===== config.mk =====
export PLATFORM = sky130hd
export DESIGN_NAME = sprite_run_length_decoder_core_flat
export DESIGN_NICKNAME = d
export VERILOG_FILES = /design/src/sv/srld_pkg.sv /design/src/sv/srld_in_if.sv /design/src/sv/srld_out_if.sv /design/src/sv/srld_parser.sv /design/src/sv/srld_out_fifo.sv /design/src/sv/sprite_run_length_decoder_core.sv /design/src/flat_wrapper.sv
export SDC_FILE = /design/constraint.sdc
export NUM_CORES = 1
export LEC_CHECK = 0
export CORE_MARGIN = 2
export CORE_UTILIZATION = 56
export DETAILED_ROUTE_END_ITERATION = 7
export DONT_BUFFER_PORTS = 1
export GPL_ROUTABILITY_DRIVEN = 1
export PLACE_DENSITY = 0.75
export RECOVER_POWER = 100
export SLEW_MARGIN = 10
export SYNTH_ARGS = -nofsm -noshare
export SYNTH_HDL_FRONTEND = slang
export SYNTH_SLANG_ARGS = --single-unit

===== constraint.sdc =====
create_clock -name i_clk -period 18.5 [get_ports i_clk]
set_input_delay 3.7 -clock i_clk [delete_from_list [all_inputs] [get_ports i_clk]]
set_output_delay 3.7 -clock i_clk [all_outputs]
set_load 0.02 [all_outputs]

===== src/sv/srld_pkg.sv =====
package srld_pkg;

    localparam int SPRITE_PIXELS_DEF = 1024;
    localparam int IDX_W             = 10;
    localparam int SIZE_W            = 16;
    localparam int CONS_W            = 18;

    typedef enum logic [2:0] {
        PH_KEY,
        PH_SIZE,
        PH_COUNT,
        PH_PIXEL,
        PH_DONE
    } t_phase;

    typedef enum logic [1:0] {
        KIND_BACKGROUND,
        KIND_PIXEL,
        KIND_END
    } t_kind;

    // Configuration register indexes
    localparam logic REG_SOURCE_HAS_ALPHA = 1'b0;
    localparam logic REG_OUTPUT_ALPHA     = 1'b1;

    localparam logic [7:0] BYTE_FULL = 8'hFF;
    localparam logic [7:0] BYTE_ZERO = 8'h00;

    typedef struct packed {
        t_kind              kind;
        logic [IDX_W-1:0]   pixel_index;
        logic [7:0]         red;
        logic [7:0]         green;
        logic [7:0]         blue;
        logic [7:0]         alpha;
        logic               last;
        logic               overrun;
    } t_result;

    typedef struct packed {
        logic source_has_alpha;
        logic output_alpha;
    } t_config;

endpackage


===== src/sv/srld_in_if.sv =====
interface srld_in_if;
    logic       valid;
    logic       ready;
    logic [7:0] data_byte;
    logic       record_start;
    logic       empty_record;

    modport source (output valid, output data_byte, output record_start,
                    output empty_record, input ready);
    modport sink   (input valid, input data_byte, input record_start,
                    input empty_record, output ready);
endinterface


===== src/sv/srld_out_if.sv =====
interface srld_out_if;
    logic       valid;
    logic       ready;
    logic [1:0] kind;
    logic [9:0] pixel_index;
    logic [7:0] red;
    logic [7:0] green;
    logic [7:0] blue;
    logic [7:0] alpha;
    logic       last;
    logic       overrun;

    modport source (output valid, output kind, output pixel_index, output red,
                    output green, output blue, output alpha, output last,
                    output overrun, input ready);
    modport sink   (input valid, input kind, input pixel_index, input red,
                    input green, input blue, input alpha, input last,
                    input overrun, output ready);
endinterface


===== src/sv/srld_parser.sv =====
module srld_parser #(
    parameter int SPRITE_PIXELS = srld_pkg::SPRITE_PIXELS_DEF
) (
    input  logic                i_clk,
    input  logic                i_rst_n,
    input  logic                i_accept,
    input  logic [7:0]          i_data_byte,
    input  logic                i_record_start,
    input  logic                i_empty_record,
    input  srld_pkg::t_config   i_cfg,
    output logic                o_res_valid,
    output srld_pkg::t_result   o_res
);

    localparam int WPW   = $clog2(SPRITE_PIXELS + 1);
    localparam int SUM_W = ((WPW > srld_pkg::SIZE_W) ? WPW : srld_pkg::SIZE_W) + 1;
    localparam int EXT_W = (WPW > srld_pkg::IDX_W) ? WPW : srld_pkg::IDX_W;

    srld_pkg::t_phase              r_phase, n_phase;
    logic [1:0]                    r_bif, n_bif;
    logic [23:0]                   r_key, n_key;
    logic [srld_pkg::SIZE_W-1:0]   r_size, n_size;
    logic [srld_pkg::CONS_W-1:0]   r_cons, n_cons;
    logic [srld_pkg::SIZE_W-1:0]   r_run, n_run;
    logic                          r_crn, n_crn;
    logic [WPW-1:0]                r_wpos, n_wpos;
    logic [23:0]                   r_pp, n_pp;

    always_ff @(posedge i_clk) begin
        if (!i_rst_n) begin
            r_phase <= srld_pkg::PH_KEY;
            r_bif   <= '0;
            r_key   <= '0;
            r_size  <= '0;
            r_cons  <= '0;
            r_run   <= '0;
            r_crn   <= 1'b0;
            r_wpos  <= '0;
            r_pp    <= '0;
        end else begin
            r_phase <= n_phase;
            r_bif   <= n_bif;
            r_key   <= n_key;
            r_size  <= n_size;
            r_cons  <= n_cons;
            r_run   <= n_run;
            r_crn   <= n_crn;
            r_wpos  <= n_wpos;
            r_pp    <= n_pp;
        end
    end

    logic [2:0]       w_bif_inc;
    logic [2:0]       w_need;
    logic [SUM_W-1:0] w_sum;
    logic [EXT_W-1:0] w_idx_ext;
    logic             w_ovr;
    logic             w_emit;

    always_comb begin
        n_phase   = r_phase;
        n_bif     = r_bif;
        n_key     = r_key;
        n_size    = r_size;
        n_cons    = r_cons;
        n_run     = r_run;
        n_crn     = r_crn;
        n_wpos    = r_wpos;
        n_pp      = r_pp;
        w_bif_inc = '0;
        w_need    = i_cfg.source_has_alpha ? 3'd4 : 3'd3;
        w_sum     = '0;
        w_idx_ext = '0;
        w_ovr     = 1'b0;
        w_emit    = 1'b0;
        o_res     = '0;

        if (i_accept) begin
            if (i_empty_record || i_record_start) begin
                n_phase = srld_pkg::PH_KEY;
                n_bif   = '0;
                n_key   = '0;
                n_size  = '0;
                n_cons  = '0;
                n_run   = '0;
                n_crn   = 1'b0;
                n_wpos  = '0;
                n_pp    = '0;
            end

            if (i_empty_record) begin
                n_phase = srld_pkg::PH_DONE;
                w_emit  = 1'b1;
                o_res.kind = srld_pkg::KIND_BACKGROUND;
                o_res.last = 1'b1;
                if (!i_cfg.output_alpha) begin
                    o_res.red  = srld_pkg::BYTE_FULL;
                    o_res.green = srld_pkg::BYTE_ZERO;
                    o_res.blue = srld_pkg::BYTE_FULL;
                end
            end else begin
                case (n_phase)
                    srld_pkg::PH_KEY: begin
                        n_key     = {n_key[15:0], i_data_byte};
                        w_bif_inc = {1'b0, n_bif} + 3'd1;
                        n_bif     = w_bif_inc[1:0];
                        if (w_bif_inc >= 3'd3) begin
                            n_bif   = '0;
                            n_phase = srld_pkg::PH_SIZE;
                            w_emit  = 1'b1;
                            o_res.kind = srld_pkg::KIND_BACKGROUND;
                            if (!i_cfg.output_alpha) begin
                                o_res.red   = n_key[23:16];
                                o_res.green = n_key[15:8];
                                o_res.blue  = n_key[7:0];
                            end
                        end
                    end
                    srld_pkg::PH_SIZE: begin
                        if (n_bif == 2'd0) begin
                            n_size = {8'd0, i_data_byte};
                            n_bif  = 2'd1;
                        end else begin
                            n_size = {i_data_byte, n_size[7:0]};
                            n_bif  = '0;
                            if (n_size == '0) begin
                                n_phase = srld_pkg::PH_DONE;
                                w_emit  = 1'b1;
                                o_res.kind = srld_pkg::KIND_END;
                                o_res.last = 1'b1;
                            end else begin
                                n_phase = srld_pkg::PH_COUNT;
                            end
                        end
                    end
                    srld_pkg::PH_COUNT: begin
                        if (n_cons != '1) begin
                            n_cons = n_cons + 1'b1;
                        end
                        if (n_bif == 2'd0) begin
                            n_run = {8'd0, i_data_byte};
                            n_bif = 2'd1;
                        end else begin
                            n_run = {i_data_byte, n_run[7:0]};
                            n_bif = '0;
                            if (n_crn && n_run != '0) begin
                                n_crn   = 1'b0;
                                n_phase = srld_pkg::PH_PIXEL;
                            end else begin
                                if (!n_crn) begin
                                    w_sum = SUM_W'(n_wpos) + SUM_W'(n_run);
                                    if (w_sum > SUM_W'(SPRITE_PIXELS)) begin
                                        n_wpos = WPW'(SPRITE_PIXELS);
                                    end else begin
                                        n_wpos = w_sum[WPW-1:0];
                                    end
                                end
                                n_run = '0;
                                n_crn = ~n_crn;
                                if (n_cons >= srld_pkg::CONS_W'(n_size)) begin
                                    n_phase = srld_pkg::PH_DONE;
                                    w_emit  = 1'b1;
                                    o_res.kind = srld_pkg::KIND_END;
                                    o_res.last = 1'b1;
                                end
                            end
                        end
                    end
                    srld_pkg::PH_PIXEL: begin
                        if (n_cons != '1) begin
                            n_cons = n_cons + 1'b1;
                        end
                        if (n_bif != 2'd3) begin
                            n_pp = {n_pp[15:0], i_data_byte};
                        end
                        w_bif_inc = {1'b0, n_bif} + 3'd1;
                        n_bif     = w_bif_inc[1:0];
                        if (w_bif_inc >= w_need) begin
                            n_bif     = '0;
                            w_ovr     = (n_wpos >= WPW'(SPRITE_PIXELS));
                            w_idx_ext = EXT_W'(n_wpos);
                            w_emit    = 1'b1;
                            o_res.kind        = srld_pkg::KIND_PIXEL;
                            o_res.pixel_index = w_ovr ? '0 : w_idx_ext[srld_pkg::IDX_W-1:0];
                            o_res.overrun     = w_ovr;
                            o_res.red         = n_pp[23:16];
                            o_res.green       = n_pp[15:8];
                            o_res.blue        = n_pp[7:0];
                            o_res.alpha       = i_cfg.source_has_alpha ? i_data_byte
                                                                       : srld_pkg::BYTE_FULL;
                            if (!w_ovr) begin
                                n_wpos = n_wpos + 1'b1;
                            end
                            if (n_run != '0) begin
                                n_run = n_run - 1'b1;
                            end
                            if (n_run == '0) begin
                                if (n_cons >= srld_pkg::CONS_W'(n_size)) begin
                                    n_phase    = srld_pkg::PH_DONE;
                                    o_res.last = 1'b1;
                                end else begin
                                    n_phase = srld_pkg::PH_COUNT;
                                end
                            end
                            n_pp = '0;
                        end
                    end
                    default: begin
                        // finished record: bytes are dropped until the next start
                    end
                endcase
            end
        end
        o_res_valid = w_emit;
    end

endmodule


===== src/sv/srld_out_fifo.sv =====
module srld_out_fifo (
    input  logic                i_clk,
    input  logic                i_rst_n,
    input  logic                i_wr_valid,
    input  srld_pkg::t_result   i_wr_data,
    output logic                o_wr_ready,
    output logic                o_rd_valid,
    output srld_pkg::t_result   o_rd_data,
    input  logic                i_rd_ready
);

    srld_pkg::t_result r_mem [2];
    logic              r_wr_ptr;
    logic              r_rd_ptr;
    logic [1:0]        r_count;
    logic              w_push;
    logic              w_pop;

    assign o_wr_ready = (r_count != 2'd2);
    assign o_rd_valid = (r_count != 2'd0);
    assign o_rd_data  = r_mem[r_rd_ptr];
    assign w_push     = i_wr_valid && o_wr_ready;
    assign w_pop      = o_rd_valid && i_rd_ready;

    always_ff @(posedge i_clk) begin
        if (w_push) begin
            r_mem[r_wr_ptr] <= i_wr_data;
        end
    end

    always_ff @(posedge i_clk) begin
        if (!i_rst_n) begin
            r_wr_ptr <= 1'b0;
            r_rd_ptr <= 1'b0;
            r_count  <= '0;
        end else begin
            if (w_push) begin
                r_wr_ptr <= ~r_wr_ptr;
            end
            if (w_pop) begin
                r_rd_ptr <= ~r_rd_ptr;
            end
            case ({w_push, w_pop})
                2'b10:   r_count <= r_count + 2'd1;
                2'b01:   r_count <= r_count - 2'd1;
                default: r_count <= r_count;
            endcase
        end
    end

endmodule


===== src/sv/sprite_run_length_decoder_core.sv =====
// Channel   Dir  Transfer when          Payload
// i_data    in   valid && ready         data_byte, record_start, empty_record
// o_result  out  valid && ready         kind, pixel_index, red/green/blue/alpha,
//                                       last, overrun
// apb       in   psel&penable&pwrite    source_has_alpha (0x0), output_alpha (0x4)
//
// One byte per cycle while input ready is high; the parser update and the
// result are worked out in the cycle the byte is taken, and the result sits in
// a two-entry output queue from the next cycle on. Input ready drops only when
// both queue entries hold results that the sink has not taken.
// Reset (synchronous, active low) clears the parser, the queue and both
// registers; a record may start without record_start after reset.
module sprite_run_length_decoder_core #(
    parameter int SPRITE_PIXELS = srld_pkg::SPRITE_PIXELS_DEF
) (
    input  logic        i_clk,
    input  logic        i_rst_n,
    srld_in_if.sink     i_data,
    srld_out_if.source  o_result,
    input  logic        psel,
    input  logic        penable,
    input  logic        pwrite,
    input  logic [2:0]  paddr,
    input  logic [31:0] pwdata,
    output logic [31:0] prdata,
    output logic        pready
);

    srld_pkg::t_config r_cfg;
    srld_pkg::t_result w_res;
    srld_pkg::t_result w_rd;
    logic              w_res_valid;
    logic              w_in_ready;
    logic              w_accept;
    logic              w_cfg_wr;

    assign pready   = 1'b1;
    assign w_cfg_wr = psel && penable && pwrite && pready;

    always_ff @(posedge i_clk) begin
        if (!i_rst_n) begin
            r_cfg <= '0;
        end else if (w_cfg_wr) begin
            case (paddr[2])
                srld_pkg::REG_SOURCE_HAS_ALPHA: r_cfg.source_has_alpha <= pwdata[0];
                srld_pkg::REG_OUTPUT_ALPHA:     r_cfg.output_alpha     <= pwdata[0];
                default: r_cfg <= r_cfg;
            endcase
        end
    end

    always_comb begin
        case (paddr[2])
            srld_pkg::REG_SOURCE_HAS_ALPHA: prdata = {31'd0, r_cfg.source_has_alpha};
            srld_pkg::REG_OUTPUT_ALPHA:     prdata = {31'd0, r_cfg.output_alpha};
            default:                        prdata = '0;
        endcase
    end

    assign i_data.ready = w_in_ready;
    assign w_accept     = i_data.valid && w_in_ready;

    srld_parser #(
        .SPRITE_PIXELS (SPRITE_PIXELS)
    ) u_parser (
        .i_clk          (i_clk),
        .i_rst_n        (i_rst_n),
        .i_accept       (w_accept),
        .i_data_byte    (i_data.data_byte),
        .i_record_start (i_data.record_start),
        .i_empty_record (i_data.empty_record),
        .i_cfg          (r_cfg),
        .o_res_valid    (w_res_valid),
        .o_res          (w_res)
    );

    srld_out_fifo u_out_fifo (
        .i_clk      (i_clk),
        .i_rst_n    (i_rst_n),
        .i_wr_valid (w_res_valid),
        .i_wr_data  (w_res),
        .o_wr_ready (w_in_ready),
        .o_rd_valid (o_result.valid),
        .o_rd_data  (w_rd),
        .i_rd_ready (o_result.ready)
    );

    assign o_result.kind        = w_rd.kind;
    assign o_result.pixel_index = w_rd.pixel_index;
    assign o_result.red         = w_rd.red;
    assign o_result.green       = w_rd.green;
    assign o_result.blue        = w_rd.blue;
    assign o_result.alpha       = w_rd.alpha;
    assign o_result.last        = w_rd.last;
    assign o_result.overrun     = w_rd.overrun;

    // a result produced by an accepted byte must land in the queue
    a_result_queued: assert property (@(posedge i_clk) disable iff (!i_rst_n)
        w_accept && w_res_valid |=> o_result.valid)
        else $error("result of accepted byte not queued");

    a_empty_ends: assert property (@(posedge i_clk) disable iff (!i_rst_n)
        w_accept && i_data.empty_record |-> w_res_valid && w_res.last)
        else $error("empty record did not close with a final result");

    a_end_is_last: assert property (@(posedge i_clk) disable iff (!i_rst_n)
        o_result.valid && o_result.kind == srld_pkg::KIND_END |-> o_result.last)
        else $error("end notice without last");

    a_overrun_pixel: assert property (@(posedge i_clk) disable iff (!i_rst_n)
        o_result.valid && o_result.overrun
            |-> o_result.kind == srld_pkg::KIND_PIXEL && o_result.pixel_index == '0)
        else $error("overrun on a non-pixel result or with an index");

endmodule


===== src/flat_wrapper.sv =====
// flat-port wrapper written by rule: the top's interface ports become plain ports
module sprite_run_length_decoder_core_flat 
#(
    parameter int SPRITE_PIXELS = srld_pkg::SPRITE_PIXELS_DEF
)
  (i_clk, i_rst_n, psel, penable, pwrite, paddr, pwdata, prdata, pready, i_data_valid, i_data_data_byte, i_data_record_start, i_data_empty_record, i_data_ready, o_result_valid, o_result_kind, o_result_pixel_index, o_result_red, o_result_green, o_result_blue, o_result_alpha, o_result_last, o_result_overrun, o_result_ready);
  srld_in_if i_data_i ();
  srld_out_if o_result_i ();
  input  logic i_clk;
  input  logic i_rst_n;
  input  logic psel;
  input  logic penable;
  input  logic pwrite;
  input  logic [2:0] paddr;
  input  logic [31:0] pwdata;
  output logic [31:0] prdata;
  output logic pready;
  input wire logic [$bits(i_data_i.valid)-1:0] i_data_valid;
  input wire logic [$bits(i_data_i.data_byte)-1:0] i_data_data_byte;
  input wire logic [$bits(i_data_i.record_start)-1:0] i_data_record_start;
  input wire logic [$bits(i_data_i.empty_record)-1:0] i_data_empty_record;
  output wire logic [$bits(i_data_i.ready)-1:0] i_data_ready;
  output wire logic [$bits(o_result_i.valid)-1:0] o_result_valid;
  output wire logic [$bits(o_result_i.kind)-1:0] o_result_kind;
  output wire logic [$bits(o_result_i.pixel_index)-1:0] o_result_pixel_index;
  output wire logic [$bits(o_result_i.red)-1:0] o_result_red;
  output wire logic [$bits(o_result_i.green)-1:0] o_result_green;
  output wire logic [$bits(o_result_i.blue)-1:0] o_result_blue;
  output wire logic [$bits(o_result_i.alpha)-1:0] o_result_alpha;
  output wire logic [$bits(o_result_i.last)-1:0] o_result_last;
  output wire logic [$bits(o_result_i.overrun)-1:0] o_result_overrun;
  input wire logic [$bits(o_result_i.ready)-1:0] o_result_ready;
  assign i_data_i.valid = i_data_valid;
  assign i_data_i.data_byte = i_data_data_byte;
  assign i_data_i.record_start = i_data_record_start;
  assign i_data_i.empty_record = i_data_empty_record;
  assign i_data_ready = i_data_i.ready;
  assign o_result_valid = o_result_i.valid;
  assign o_result_kind = o_result_i.kind;
  assign o_result_pixel_index = o_result_i.pixel_index;
  assign o_result_red = o_result_i.red;
  assign o_result_green = o_result_i.green;
  assign o_result_blue = o_result_i.blue;
  assign o_result_alpha = o_result_i.alpha;
  assign o_result_last = o_result_i.last;
  assign o_result_overrun = o_result_i.overrun;
  assign o_result_i.ready = o_result_ready;
  sprite_run_length_decoder_core #(.SPRITE_PIXELS(SPRITE_PIXELS)) u_core (.i_clk(i_clk), .i_rst_n(i_rst_n), .i_data(i_data_i), .o_result(o_result_i), .psel(psel), .penable(penable), .pwrite(pwrite), .paddr(paddr), .pwdata(pwdata), .prdata(prdata), .pready(pready));
endmodule

Yosys cells after proc, flatten, opt, wreduce, memory -nomap -nowiden. Memory sizes are Yosys's and may differ from the RTL's. A register that Yosys moved wholly into a read port is not among the register bits. Cells that the tools add are included.

Bits in registers: 121. Bits of input ports: 52. Bits in latches: 0. ROM bits: 0. Memories: 1. RAM bits: 92.

Memories: u_core.u_out_fifo.r_mem (words 2, width 46, rd ports 1, clocked after memory_dff 1, wr ports 1, line srld_out_fifo.sv:12) `srld_pkg::t_result r_mem [2];`.

Equal/unequal tests: 8. Shift-type cells: 0. Muxes and demuxes: 115. Reductions and logical operators: 18. Div/mod/pow operators: 0. Multiply operators: 0. Bitwise operators: 4. $lt $le $gt $ge: 6. $add $sub $neg: 7.

Operators with widths (count): $mux 24 (12); $mux 16 (16); $mux 18 (10); $mux 11 (9); $pmux 32 s2 (1); $pmux 24 s2 (1); $mux 46 (1); $mux 45 (1); $mux 3 (13); $ge 18x16->1 (2); $pmux 18 s2 (1); $logic_not 16->1 (2); $pmux 16 s2 (1); $reduce_bool 16->1 (2); $mux 10 (3); $mux 1 (25); $mux 8 (3); $mux 2 (11); $pmux 11 s2 (1); $add 18x1->18 const B (1); $ne 18x18->1 const B (1); $add 11x16->17 (1); $gt 17x11->1 const B (1); $sub 16x1->16 const B (1); 25 further kinds (38).

Logic depth before layout (Yosys ltp). Gate-level depths: netlist of the first run.

Depth in word-level cells: 18. Depth in mapped cells: 29.

Hierarchy. Synthesis of the first run repeated with hierarchy kept, for this count alone.

Cells, all modules: 1382. Area total of the unflattened synthesis: 12534.5 µm².

By module, submodules not included: srld_parser (area each 8642.0 µm², cells an instance 1170, instances 1); srld_out_fifo (area each 3540.9 µm², cells an instance 167, instances 1); sprite_run_length_decoder_core (area each 351.6 µm², cells an instance 45, instances 1).

Worst setup path before layout of the first run. No wires, ideal clock.

Kind: input-to-reg. Start: input port i_data_empty_record. End: memory u_core.u_out_fifo.r_mem[0][0] in the netlist's numbering, enable pin. Slack: 6897 ps. Setup time: 509 ps. Data required time: 17991 ps. Stages: 25. Arrival time: 11094 ps. Path through: buf_6 nor2_1 clkbuf_1 buf_2 buf_2 buf_2 buf_2 and2_1 ha_1 nand2_1 nor4_4 a2111oi_0 nand3_1 nor2_1 and3_1 xnor2_1 nor2_1 ha_1 nand2_1 nor2_1 o211ai_1 o21ai_0 a2111o_1 a2111oi_4 nor3_1.

Longest elaborated chain between the ends: 18. Elaborated cells between the ends (all ways): 44.

RTL lines: start, declared (line flat_wrapper.sv:21) `input wire logic [$bits(i_data_i.empty_record)-1:0] i_data_empty_record;`; $logic_or 1x1->1 (line srld_parser.sv:79) `if (i_empty_record || i_record_start) begin`; $mux 18 (line srld_parser.sv:79); $mux 18 (line srld_parser.sv:78) `if (i_accept) begin`; $add 18x1->18 or $ne 18x18->1 (tied branches) (line srld_parser.sv:138, srld_parser.sv:137); $mux 18 (line srld_parser.sv:137) `if (n_cons != '1) begin`; $mux 18 (line srld_parser.sv:102) `case (n_phase)`; $mux 18 (line srld_parser.sv:91) `if (i_empty_record) begin`; $mux 18 (line srld_parser.sv:78); [2 not listed]; $mux 1 (line srld_parser.sv:146) `if (n_crn && n_run != '0) begin`; $mux 1 (line srld_parser.sv:140) `if (n_bif == 2'd0) begin`; $pmux 1 s4 (line srld_parser.sv:102); $mux 1 (*) (line srld_parser.sv:91); $mux 1 (*) (line srld_parser.sv:78); $logic_and 1x1->1 (*) (line srld_out_fifo.sv:22) `assign w_push = i_wr_valid && o_wr_ready;`; $mux 1 (*) (line srld_out_fifo.sv:26) `if (w_push) begin`; $mux 1 (implied by the code) (*) (line srld_out_fifo.sv:27) `r_mem[r_wr_ptr] <= i_wr_data;`; end, declared (line srld_out_fifo.sv:12).

Every way passes the cells marked *; elsewhere a longest branch is shown, timed or not. The select of a mux whose other input is x is not followed.

Final worst setup path of the first run.
Start: input port i_data_record_start. End: memory u_core.u_out_fifo.r_mem[0][39] in the netlist's numbering, enable pin.

Longest elaborated chain between the ends: 18. Elaborated cells between the ends (all ways): 44.

RTL lines: start, declared (line flat_wrapper.sv:20) `input wire logic [$bits(i_data_i.record_start)-1:0] i_data_record_start;`; $logic_or 1x1->1 (*) (line srld_parser.sv:79); $mux 18 (line srld_parser.sv:79); $mux 18 (line srld_parser.sv:78); $add 18x1->18 or $ne 18x18->1 (tied branches) (line srld_parser.sv:138, srld_parser.sv:137); $mux 18 (line srld_parser.sv:137); $mux 18 (line srld_parser.sv:102); $mux 18 (line srld_parser.sv:91); $mux 18 (line srld_parser.sv:78); [2 not listed]; $mux 1 (line srld_parser.sv:146); $mux 1 (line srld_parser.sv:140); $pmux 1 s4 (*) (line srld_parser.sv:102); $mux 1 (*) (line srld_parser.sv:91); $mux 1 (*) (line srld_parser.sv:78); $logic_and 1x1->1 (*) (line srld_out_fifo.sv:22); $mux 1 (*) (line srld_out_fifo.sv:26); $mux 1 (implied by the code) (*) (line srld_out_fifo.sv:27).

Marks and branches as above.

==> results of run 1 <==
## stage by stage
| stage | cells | setup WS, ns | utilization | area (sq um) |
|---|---|---|---|---|
| after floorplan | 1406 | 6.90 | - | 12200 |
| after global placement | 1582 | 8.78 | 0.575 | 12200 |
| after detailed placement | 1582 | 8.58 | 0.575 | 12200 |
| after CTS | 1624 | 9.10 | 0.614 | 13000 |
| after global routing | 1624 | 5.19 | 0.609 | 12900 |
| final | 1624 | 5.77 | 0.609 | 12900 |
## sequential cells by signal, indices dropped and copies added, names as in the netlist, named ones only
name	cells
u_core.u_out_fifo.r_wr_ptr	1
u_core.u_parser.r_cons	18
u_core.u_parser.r_run	16
u_core.u_parser.r_key	16
u_core.u_parser.r_pp	24
u_core.u_parser.r_bif	2
u_core.u_parser.r_crn	1
u_core.u_out_fifo.r_count	2
u_core.u_parser.r_size	16
u_core.u_parser.r_wpos	11
u_core.u_out_fifo.r_mem	92
u_core.u_parser.r_phase	3
u_core.r_cfg	2
u_core.u_out_fifo.r_rd_ptr	1
## path summary, 6_finish.rpt
kind / depth (start not counted) / startpoint / end / slack (ns)
min: 2 / u_core.u_parser.r_key[14] / u_core.u_parser.r_key[14] / 0.45
max reg2reg: 19 / u_core.u_parser.r_cons[0] / u_core.u_out_fifo.r_mem[0][39] / 10.52
max: 13 / i_data_record_start / u_core.u_out_fifo.r_mem[0][39] / 5.77
min reg2reg: 2 / u_core.u_parser.r_key[14] / u_core.u_parser.r_key[14] / 0.45
## cell usage after synthesis (all sizes together), types with 6 or more instances
library cell	instances
mux2	50
a221oi	21
a22oi	53
inv	33
dfxtp	114
o31ai	11
nor2	194
mux2i	22
xor2	15
o21ai	66
or3	10
nand3	48
edfxtp	92
nor3	27
and2	18
nand2b	6
clkbuf	64
nand4	17
o21a	8
a31oi	9
buf	52
ha	40
nand2	135
a21o	16
xnor2	15
nor4	13
and3	14
a21oi	117
a211oi	11
## area by class of cell
class | count | area share
multi-input cells | 1050 | 0.500
inverters | 34 | 0.00990
repair buffers | 17 | 0.00757
clock buffers | 29 | 0.0513
flip-flops and latches | 206 | 0.391
well taps | 275 | 0.0267
clock inverters | 13 | 0.0130
## layer usage
layer | vias to the layer above | wire, um | GRT usage
met3 | 103 | 3590 | 0.0554
met2 | 619 | 15700 | 0.472
met1 | 5055 | 14300 | 0.407
met4 | 0 | 1230 | 0.119
met5 | - | 0 | 0
li1 | 4911 | - | -
## power by group through the flow
stage          sequential (uW)  clock, uW  combinational, uW
4_1_cts                    521        500                190
6_report                   521        498                182
3_5_place_dp               531          0                188
2_1_floorplan              513          0                175
5_1_grt                    525        519                195
3_3_place_gp               529          0                187
## kinds of logic (layout without fill, tap and decap cells)
family / after synthesis / count (layout) / synth area share
AND/OR/NAND/NOR: 503 / 503 / 0.193
AO/OA/AOI/OAI: 372 / 372 / 0.203
buffers and inverters: 150 / 93 / 0.0578
flip-flops: 206 / 206 / 0.416
other: 2 / 32 / 0.000619
adder cells (fa/ha/maj): 41 / 41 / 0.0429
multiplexers: 72 / 72 / 0.0646
XOR/XNOR: 30 / 30 / 0.0217
## critical path: stages
cell	delay, ns
nor2_1	0.08
clkbuf_1	1.47
clkbuf_1	2.14
nand2_1	0.46
ha_1	0.49
ha_1	0.29
a21o_1	0.15
a21o_1	0.57
nand2_1	0.14
nand2_1	0.11
a2111oi_0	0.12
nor3_1	1.36
clkbuf_1	1.70
==> summary.txt, run 1 <==
Status
  • Status: complete, but fails checks
  • Failing checks: capacitance limit, slew limit

Timing
  • Hold slack: 0.455 ns
  • Final slew viol count: 336
  • Slew @ Worst Pin: around 4.7 ns
  • RSZ-0062 raised after global routing: no
  • Rel. slew slack: -2.12
  • Fin Clk Skew: 0.0105 ns
  • Final hold violations: 0
  • Final setup violating endpoints: 0
  • Period utilization: 0.688
  • Final min period: 12.73 ns
  • FMAX: 78.6 MHz
  • Setup TNS: 0 ns

Routing
  • Antenna Violating Nets Remaining: 0
  • Final wirelength: 34,800 um
  • First DRT Iteration DRCs: 1,270
  • Drt drc: 0
  • Vias per inst: 6.58
  • TritonRoute pass-1 iters: 5
  • Detailed-route wire length per cell: 21.4 um
  • Via count: 10,700

Pwr
  • Pwr per Cell Area: ~93 nW/um^2
  • Total power: 1200 uW
  • Clk network pwr share: 0.415
  • Comb pwr share: 0.151
  • VDD IR-drop max: 0.0650 mV
  • P_int: 847 uW
  • Lkg Pwr: ~0.0047 uW
  • Switching Share: 0.294
  • Psw: 353 uW
  • Sequential share of power: 0.434

Global route
  • Largest net degree at the start of global routing: a little under 100
  • First-pass GRT wire length: 53,700 um
  • GRT Util Overall: 0.299
  • Vias in the first global route: 10,100
  • GRT overflow: 0
  • Initial antenna violation count: 0

Cells and area
  • Fillers: 1,841
  • Ant. Diodes: 0
  • Commonest non-fill, non-tap cell in the layout: nor2_1
  • Layout cells sized above 1: 0.0497
  • Most frequent cells in the layout: 193 x nor2_1, 134 x nand2_1, 117 x a21oi_1
  • Nets: 1,425
  • Reg area: 5040 sq um
  • Area Overhead vs Synth: 6.27%
  • Multi-input logic area: 6450 sq um

Floorplanning
  • Die area: 22,900 sq um
  • Die Span Y: about 150 um
  • Initial core utilization: 0.573
  • Die width: 151 um
  • Row Count: 53
  • Core ar.: 21,200 sq um
  • I/O pin count: 133

Setup path
  • Worst Setup Start Kind: input pin
  • Worst Setup End Kind: flop
  • WP data arrival: between 10 and 15 ns
  • Critical path type: input pin to flop
  • Biggest fanout along the worst timing path: 61
  • Data required time at the worst endpoint: 18.60 ns

Synth
  • Async SR Flop Fraction: 0
  • Syn_area_per_cell: 8.81 sq um
  • Yosys top cell by area: edfxtp_1
  • Post-synth EDFFs: 92
  • Most used DFF post-synth: dfxtp_1
  • Sequential area share after synthesis: 0.416
  • Top cell type's share of synthesized area: 0.228
  • #FFs+latches synth: between 200 and 250
  • Synthesized cell area: 12,100 sq um
  • Synth top area cells: edfxtp_1 23%, dfxtp_1 19%, nor2_1 6.0%, a21oi_1 4.8%, mux2_2 4.6%
  • Syn Inst Count: 1,376
  • Post-synth cell types: 80
  • Yosys warnings: 0

Clocking
  • Worst skew pair latency: 0.53 ns
  • Clock sinks: 206
  • CTS clock-pin slew for the worst setup and hold paths: 0.06 ns
  • H-tree depth: 1
  • CTS-repair resized insts: 0
  • CTS tree: yes
  • Clock Root Buffer: clkbuf_16
  • Cts bufs inserted: 23
  • Post-CTS setup buffer count: 0
  • Hold_buf cts: 0
  • CTS Buffer Depth: 3

Worst hold path
  • Worst Hold Class: flop to flop

Place
  • Post-DP HPWL: 22,900 um
  • Placer Congestion: approximately 0.94
  • Port buffer count: 0

Job
  • Max-Cap Viols: 7
(Power assumes the default switching activity.)
==> run 2, diff against run 1 <==
==> constraint.sdc (replaced) <==
create_clock -name i_clk -period 12.6 [get_ports i_clk]
set_input_delay 2.52 -clock i_clk [delete_from_list [all_inputs] [get_ports i_clk]]
set_output_delay 2.52 -clock i_clk [all_outputs]
set_load 0.02 [all_outputs]
==> run 2 against run 1 <==
Effect of this change:
- the flow still finishes with violations (capacitance limit, slew limit)
- sequential share of layout area rose by 0.19 points
- critical path depth is 10 higher
- register-to-register slack worse by 4.3 ns
- total power up 42%
- combinational power is 47% higher
- design area shrank 0.49%
- die area is the same
- worst hold slack gained 0.0047 ns
- setup slack worse by 2.9 ns
- highest routed layer unchanged
- critical endpoint is now u_core.u_out_fifo.r_count[1]
==> summary.txt, run 2 (same netlist as run 1, synthesis figures left out) <==
Setup path
  • Critical path type: input pin to flop
  • WP data arrival: 10.11 ns
  • Worst Setup End Kind: flop
  • Slowest CP cell: clkbuf_1
  • Critical path buffers and inverters: 1
  • Setup slack, reg-to-reg: 6.25 ns
  • RR Startpoint: u_core.u_parser.r_cons[0]
  • Top delay family on crit path: simple AND/OR/NAND/NOR gates
  • Data required time at the worst endpoint: 13.00 ns
  • Register-to-Register Path Depth: 21
  • Crit-path max cell delay: ~1.6 ns
  • CP Cell Sequence: nor2_1, clkbuf_1, and2_0, ha_1, nand2_1, nor4_1, a2111oi_0, nand3_1, nor2_1, and3_1, xnor2_1, nor2_1, ha_1, a21oi_1, o21ai_0, a21oi_1, o21ai_0, a2111o_1, a2111oi_0, or2_2, ha_1, or3_1, a21oi_1
  • Reg2Reg Capture Point: u_core.u_out_fifo.r_count[1]
  • Worst Setup Start Kind: input pin
  • Biggest fanout along the worst timing path: 49

Floorplanning
  • Die width: 151 um
  • I/O pin count: 133
  • Die area: 22,900 sq um
  • Row Count: 53
  • Initial core utilization: 0.573
  • Core ar.: 21,200 sq um
  • Die Span Y: about 150 um

Routing
  • First DRT Iteration DRCs: 1,205
  • Vias per inst: between 6 and 7
  • TritonRoute pass-1 iters: 6
  • Antenna Violating Nets Remaining: 0
  • Detailed-route wire length per cell: roughly 21 um
  • Via count: approximately 11,000
  • Drt drc: 0
  • Final wirelength: roughly 35,000 um

Pwr
  • Comb pwr share: 0.157
  • Clk network pwr share: 0.395
  • Psw: 516 uW
  • VDD IR-drop max: 0.0890 mV
  • Lkg Pwr: 0.00464 uW
  • Switching Share: 0.303
  • Sequential share of power: 0.448
  • Pwr per Cell Area: 133 nW/um^2
  • Total power: roughly 1700 uW
  • P_int: around 1200 uW

Global route
  • First-pass GRT wire length: between 50,000 and 60,000 um
  • Initial antenna violation count: 0
  • Vias in the first global route: 9,923
  • GRT overflow: 0
  • Largest net degree at the start of global routing: 98
  • GRT Util Overall: 0.297

Clocking
  • Hold_buf cts: 0
  • Clock sinks: 206
  • H-tree depth: 1
  • CTS clock-pin slew for the worst setup and hold paths: 0.06 ns
  • CTS Buffer Depth: 3
  • Cts bufs inserted: 23
  • Clock Root Buffer: clkbuf_16
  • Worst skew pair latency: approximately 0.52 ns
  • CTS-repair resized insts: 0
  • CTS tree: yes
  • Post-CTS setup buffer count: 0

Cells and area
  • Commonest non-fill, non-tap cell in the layout: nor2_1
  • Largest regs: u_core.u_out_fifo.r_mem: 92 flops, u_core.u_parser.r_pp: 24 flops, u_core.u_parser.r_cons: 18 flops
  • Nets: about 1,400
  • Area Overhead vs Synth: 5.76%
  • Most frequent cells in the layout: 194 x nor2_1, 134 x nand2_1, 117 x a21oi_1
  • Layout cells sized above 1: 0.0504
  • Fillers: ~1,800
  • Register bank with the most flops: u_core.u_out_fifo.r_mem
  • Final Non-Filler Cells: 1,624
  • Ant. Diodes: 0
  • Fin util: 0.606
  • Max FFs per register: 92

Place
  • Post-DP HPWL: 22,800 um
  • Pre-CTS WS: 3.97 ns
  • Placer Congestion: 0.943
  • Port buffer count: 0
  • Placed Cells: 1,582

Worst hold path
  • Worst Hold Path EP: u_core.u_parser.r_key[15]
  • Worst Hold Class: flop to flop
  • Hold Crit Start: u_core.u_parser.r_key[15]
  • Hold path depth: 2

Timing
  • Slew @ Worst Pin: roughly 4.7 ns
  • Setup TNS: 0 ns
  • Final slew viol count: 252
  • Final hold violations: 0
  • Fin Clk Skew: 0.0114 ns
  • PnR worst setup slack: 2.89 ns
  • Period utilization: 0.771
  • FMAX: between 100 and 150 MHz
  • Final setup violating endpoints: 0
  • Rel. slew slack: -2.12
  • RSZ-0062 raised after global routing: no
  • Final min period: 9.71 ns

Job
  • Max-Cap Viols: 4

Status
  • Failing checks: capacitance limit, slew limit
  • Status: complete, but fails checks
run 2: through the flow:
stage | hold WS [ns] | cell area [sq um]
final | 0.460 | 12800
after global routing | 0.480 | 12800
after CTS | 0.459 | 12900
after detailed placement | 0.449 | 12200
after global placement | 0.440 | 12200
after floorplan | 0.432 | 12200
run 2: per-layer routing:
| metal | wire length (um) | track usage |
|---|---|---|
| met5 | 0 | 0 |
| met4 | 1250 | 0.105 |
| met3 | 3630 | 0.0636 |
| met2 | 15300 | 0.468 |
| met1 | 14400 | 0.405 |
run 2: worst max path at each step:
stage | cells past startpoint | slack, ns | to | startpoint
after floorplan | 25 | 2.18 | u_core.u_out_fifo.r_mem[0][0] | i_data_empty_record
after global placement | 21 | 4.03 | u_core.u_out_fifo.r_mem[0][36] | i_data_record_start
after detailed placement | 21 | 3.97 | u_core.u_out_fifo.r_mem[0][36] | i_data_record_start
after CTS | 21 | 4.45 | u_core.u_out_fifo.r_mem[0][40] | i_data_record_start
after global routing | 23 | 2.22 | u_core.u_out_fifo.r_count[1] | i_data_record_start
final | 23 | 2.89 | u_core.u_out_fifo.r_count[1] | i_data_record_start
run 2: power groups by stage:
stage / Sequential (uW) / Clock, uW / Combinational, uW
after floorplan: 753 / 0 / 257
after global placement: 777 / 0 / 274
after detailed placement: 778 / 0 / 276
after CTS: 764 / 678 / 278
after global routing: 770 / 708 / 285
final: 764 / 673 / 267
run 2: layout make-up:
| cell class | count | area (sq um) | share of cell area |
|---|---|---|---|
| clock inverter | 18 | 168 | 0.0131 |
| tap | 275 | 344 | 0.0268 |
| inverter | 34 | 128 | 0.00995 |
| timing repair buffer | 17 | 105 | 0.00819 |
| multi-input combinational | 1050 | 6450 | 0.503 |
| sequential | 206 | 5040 | 0.393 |
| clock buffer | 24 | 589 | 0.0459 |
run 2: worst reg2reg max path: cells and delay by family, from the launching register on:
kind,cells,cell delay [ns]
AO/OA/AOI/OAI,8,2.80
XOR/XNOR,1,0.15
adder cells (fa/ha/maj),3,0.88
flip-flops,1,0.34
AND/OR/NAND/NOR,9,2.06
==> run 3, diff against run 2 <==
==> constraint.sdc (replaced) <==
create_clock -name i_clk -period 9.7 [get_ports i_clk]
set_input_delay 1.94 -clock i_clk [delete_from_list [all_inputs] [get_ports i_clk]]
set_output_delay 1.94 -clock i_clk [all_outputs]
set_load 0.02 [all_outputs]
==> run 3 against run 2 <==
Effect of this change:
- the run ends with DRC, capacitance limit, slew limit left
- sequential share of layout area is essentially flat
- critical path depth shrank 11
- register-to-register slack lost 2.5 ns
- cell count is essentially flat
- design area is essentially flat
- die area is the same
- first-iteration DRC count grew 15%
- wire length shrank 0.27%
- setup slack lost 1.5 ns
- core utilization is essentially flat
- critical path type unchanged
- highest routed layer unchanged
==> summary.txt, run 3 (same netlist as run 1, synthesis figures left out) <==
Setup path
  • Data required time at the worst endpoint: about 10 ns
  • Biggest fanout along the worst timing path: 61
  • CP dominant cell by count: clkbuf_1
  • Worst Setup Start Kind: input pin
  • Critical path buffers and inverters: 3
  • Worst Setup End Kind: flop
  • Top delay family on crit path: buffers and inverters
  • CP Cell Sequence: nor2_1, clkbuf_1, nand2_1, ha_1, ha_1, a21o_1, a21oi_1, clkbuf_1, nor2_2, clkbuf_1, nand2_1, a21oi_1
  • Slowest CP cell: clkbuf_1
  • WP data arrival: 8.62 ns
  • Crit-path max cell delay: 2.06 ns
  • Critical path type: input pin to flop

Timing
  • Period utilization: 0.853
  • RSZ-0062 raised after global routing: no
  • PnR worst setup slack: ~1.4 ns
  • Final hold violations: 0
  • Setup TNS: 0 ns
  • Final min period: just over 8 ns
  • Rel. slew slack: -2.01
  • Slew @ Worst Pin: ~4.5 ns
  • Final setup violating endpoints: 0
  • Hold slack: 0.456 ns
  • Fin Clk Skew: between 0.015 and 0.02 ns
  • Final slew viol count: 202
  • FMAX: 121 MHz

Cells and area
  • Commonest non-fill, non-tap cell in the layout: nor2_1
  • Design Area, Final: between 10,000 and 15,000 sq um
  • Fillers: 1,834
  • Max FFs per register: 92
  • Most frequent cells in the layout: 192 x nor2_1, 134 x nand2_1, 117 x a21oi_1
  • Area Overhead vs Synth: 5.80%
  • Nets: roughly 1,400
  • Layout cells sized above 1: 0.0526
  • Register bank with the most flops: u_core.u_out_fifo.r_mem
  • Largest regs: u_core.u_out_fifo.r_mem: 92 flops, u_core.u_parser.r_pp: 24 flops, u_core.u_parser.r_cons: 18 flops
  • Ant. Diodes: 0

Routing
  • First DRT Iteration DRCs: 1,388
  • Detailed-route wire length per cell: 21.2 um
  • Antenna Violating Nets Remaining: 0
  • TritonRoute pass-1 iters: 8
  • Vias per inst: 6.62
  • Final wirelength: about 35,000 um
  • Via count: 10,800
  • Drt drc: 2

Clocking
  • CTS Buffer Depth: 3
  • H-tree depth: 1
  • Clock sinks: just over 200
  • Clock Root Buffer: clkbuf_16
  • Hold_buf cts: 0
  • CTS-repair resized insts: 0
  • Cts bufs inserted: 23
  • CTS clock-pin slew for the worst setup and hold paths: 0.06 ns
  • Worst skew pair latency: 0.53 ns
  • Post-CTS setup buffer count: 0
  • CTS tree: yes

Floorplanning
  • Initial core utilization: 0.573
  • Die area: 22,900 sq um
  • Die Span Y: 151 um
  • Core ar.: 21,200 sq um
  • I/O pin count: 133
  • Row Count: 53
  • Die width: 151 um

Global route
  • Met2 Track Usage GR: 0.474
  • GR peak layer: met2
  • Vias in the first global route: 9,897
  • First-pass GRT wire length: 53,900 um
  • Grt met1 use: 0.416
  • GRT Util Overall: 0.301
  • Initial antenna violation count: 0
  • GRT overflow: 0
  • Largest net degree at the start of global routing: 93
  • Grt met3 use: 0.0620

Status
  • Failing checks: DRC, capacitance limit, slew limit
  • Status: complete, but fails checks

Place
  • Pre-CTS WS: ~2.4 ns
  • Post-DP HPWL: 23,000 um
  • Area after DPL: 12,200 sq um
  • Placer Congestion: 0.957
  • Port buffer count: 0

Pwr
  • Lkg Pwr: 0.00464 uW
  • Pwr per Cell Area: 169 nW/um^2
  • VDD IR-drop max: 0.102 mV

Worst hold path
  • Worst Hold Class: flop to flop

Job
  • Max-Cap Viols: 3
## run 3: routing by layer
metal	vias to the layer above	routed length, um
met3	100	3960
met1	5130	14000
met5	-	0
met2	617	15300
met4	0	1230
li1	4909	-
## run 3: per-stage QoR
stage	utilization	instances	power [uW]
5_1_grt	0.607	1625	2250
4_1_cts	0.610	1625	2200
6_report	0.607	1625	2170
3_5_place_dp	0.576	1584	1370
3_3_place_gp	0.576	1584	1370
2_1_floorplan	-	1406	1310
## run 3: worst reg2reg max path, stage by stage (launching register included)
cell and delay (ns):
dfxtp_1 0.34, and2_0 0.18, ha_1 0.27, nand2_1 0.11, nor4_1 0.11, a2111oi_0 0.85
nand3_1 0.32, nor2_1 0.33, and3_1 0.26, xnor2_1 0.13, nor2_1 0.06, ha_1 0.33
a21oi_1 0.12, o21ai_0 0.10, a21oi_1 0.13, o21ai_0 0.11, a2111o_1 0.51, a2111oi_4 0.44
nor3_4 0.06, clkbuf_2 0.69
## run 3: worst paths after layout
kind / from / end / slack [ns] / depth (start not counted)
min: u_core.u_parser.r_key[9] / u_core.u_parser.r_key[9] / 0.46 / 2
min reg2reg: u_core.u_parser.r_key[9] / u_core.u_parser.r_key[9] / 0.46 / 2
max: i_data_record_start / u_core.u_out_fifo.r_mem[0][5] / 1.42 / 12
max reg2reg: u_core.u_parser.r_cons[0] / u_core.u_out_fifo.r_mem[0][20] / 3.72 / 19
## run 3: final cells by class
type                    instances  area [sq um]  area share
well taps                     275           344      0.0268
clock inverters                15           114     0.00887
multi-input cells            1050          6480       0.505
flip-flops and latches        206          5040       0.393
inverters                      34           128     0.00995
repair buffers                 19           121     0.00946
clock buffers                  26           597      0.0465
## run 3: report_power, final
group          switching (uW)  internal, uW
Sequential               45.3           948
Clock                     359           470
Combinational             252          97.9
Total                     656          1520
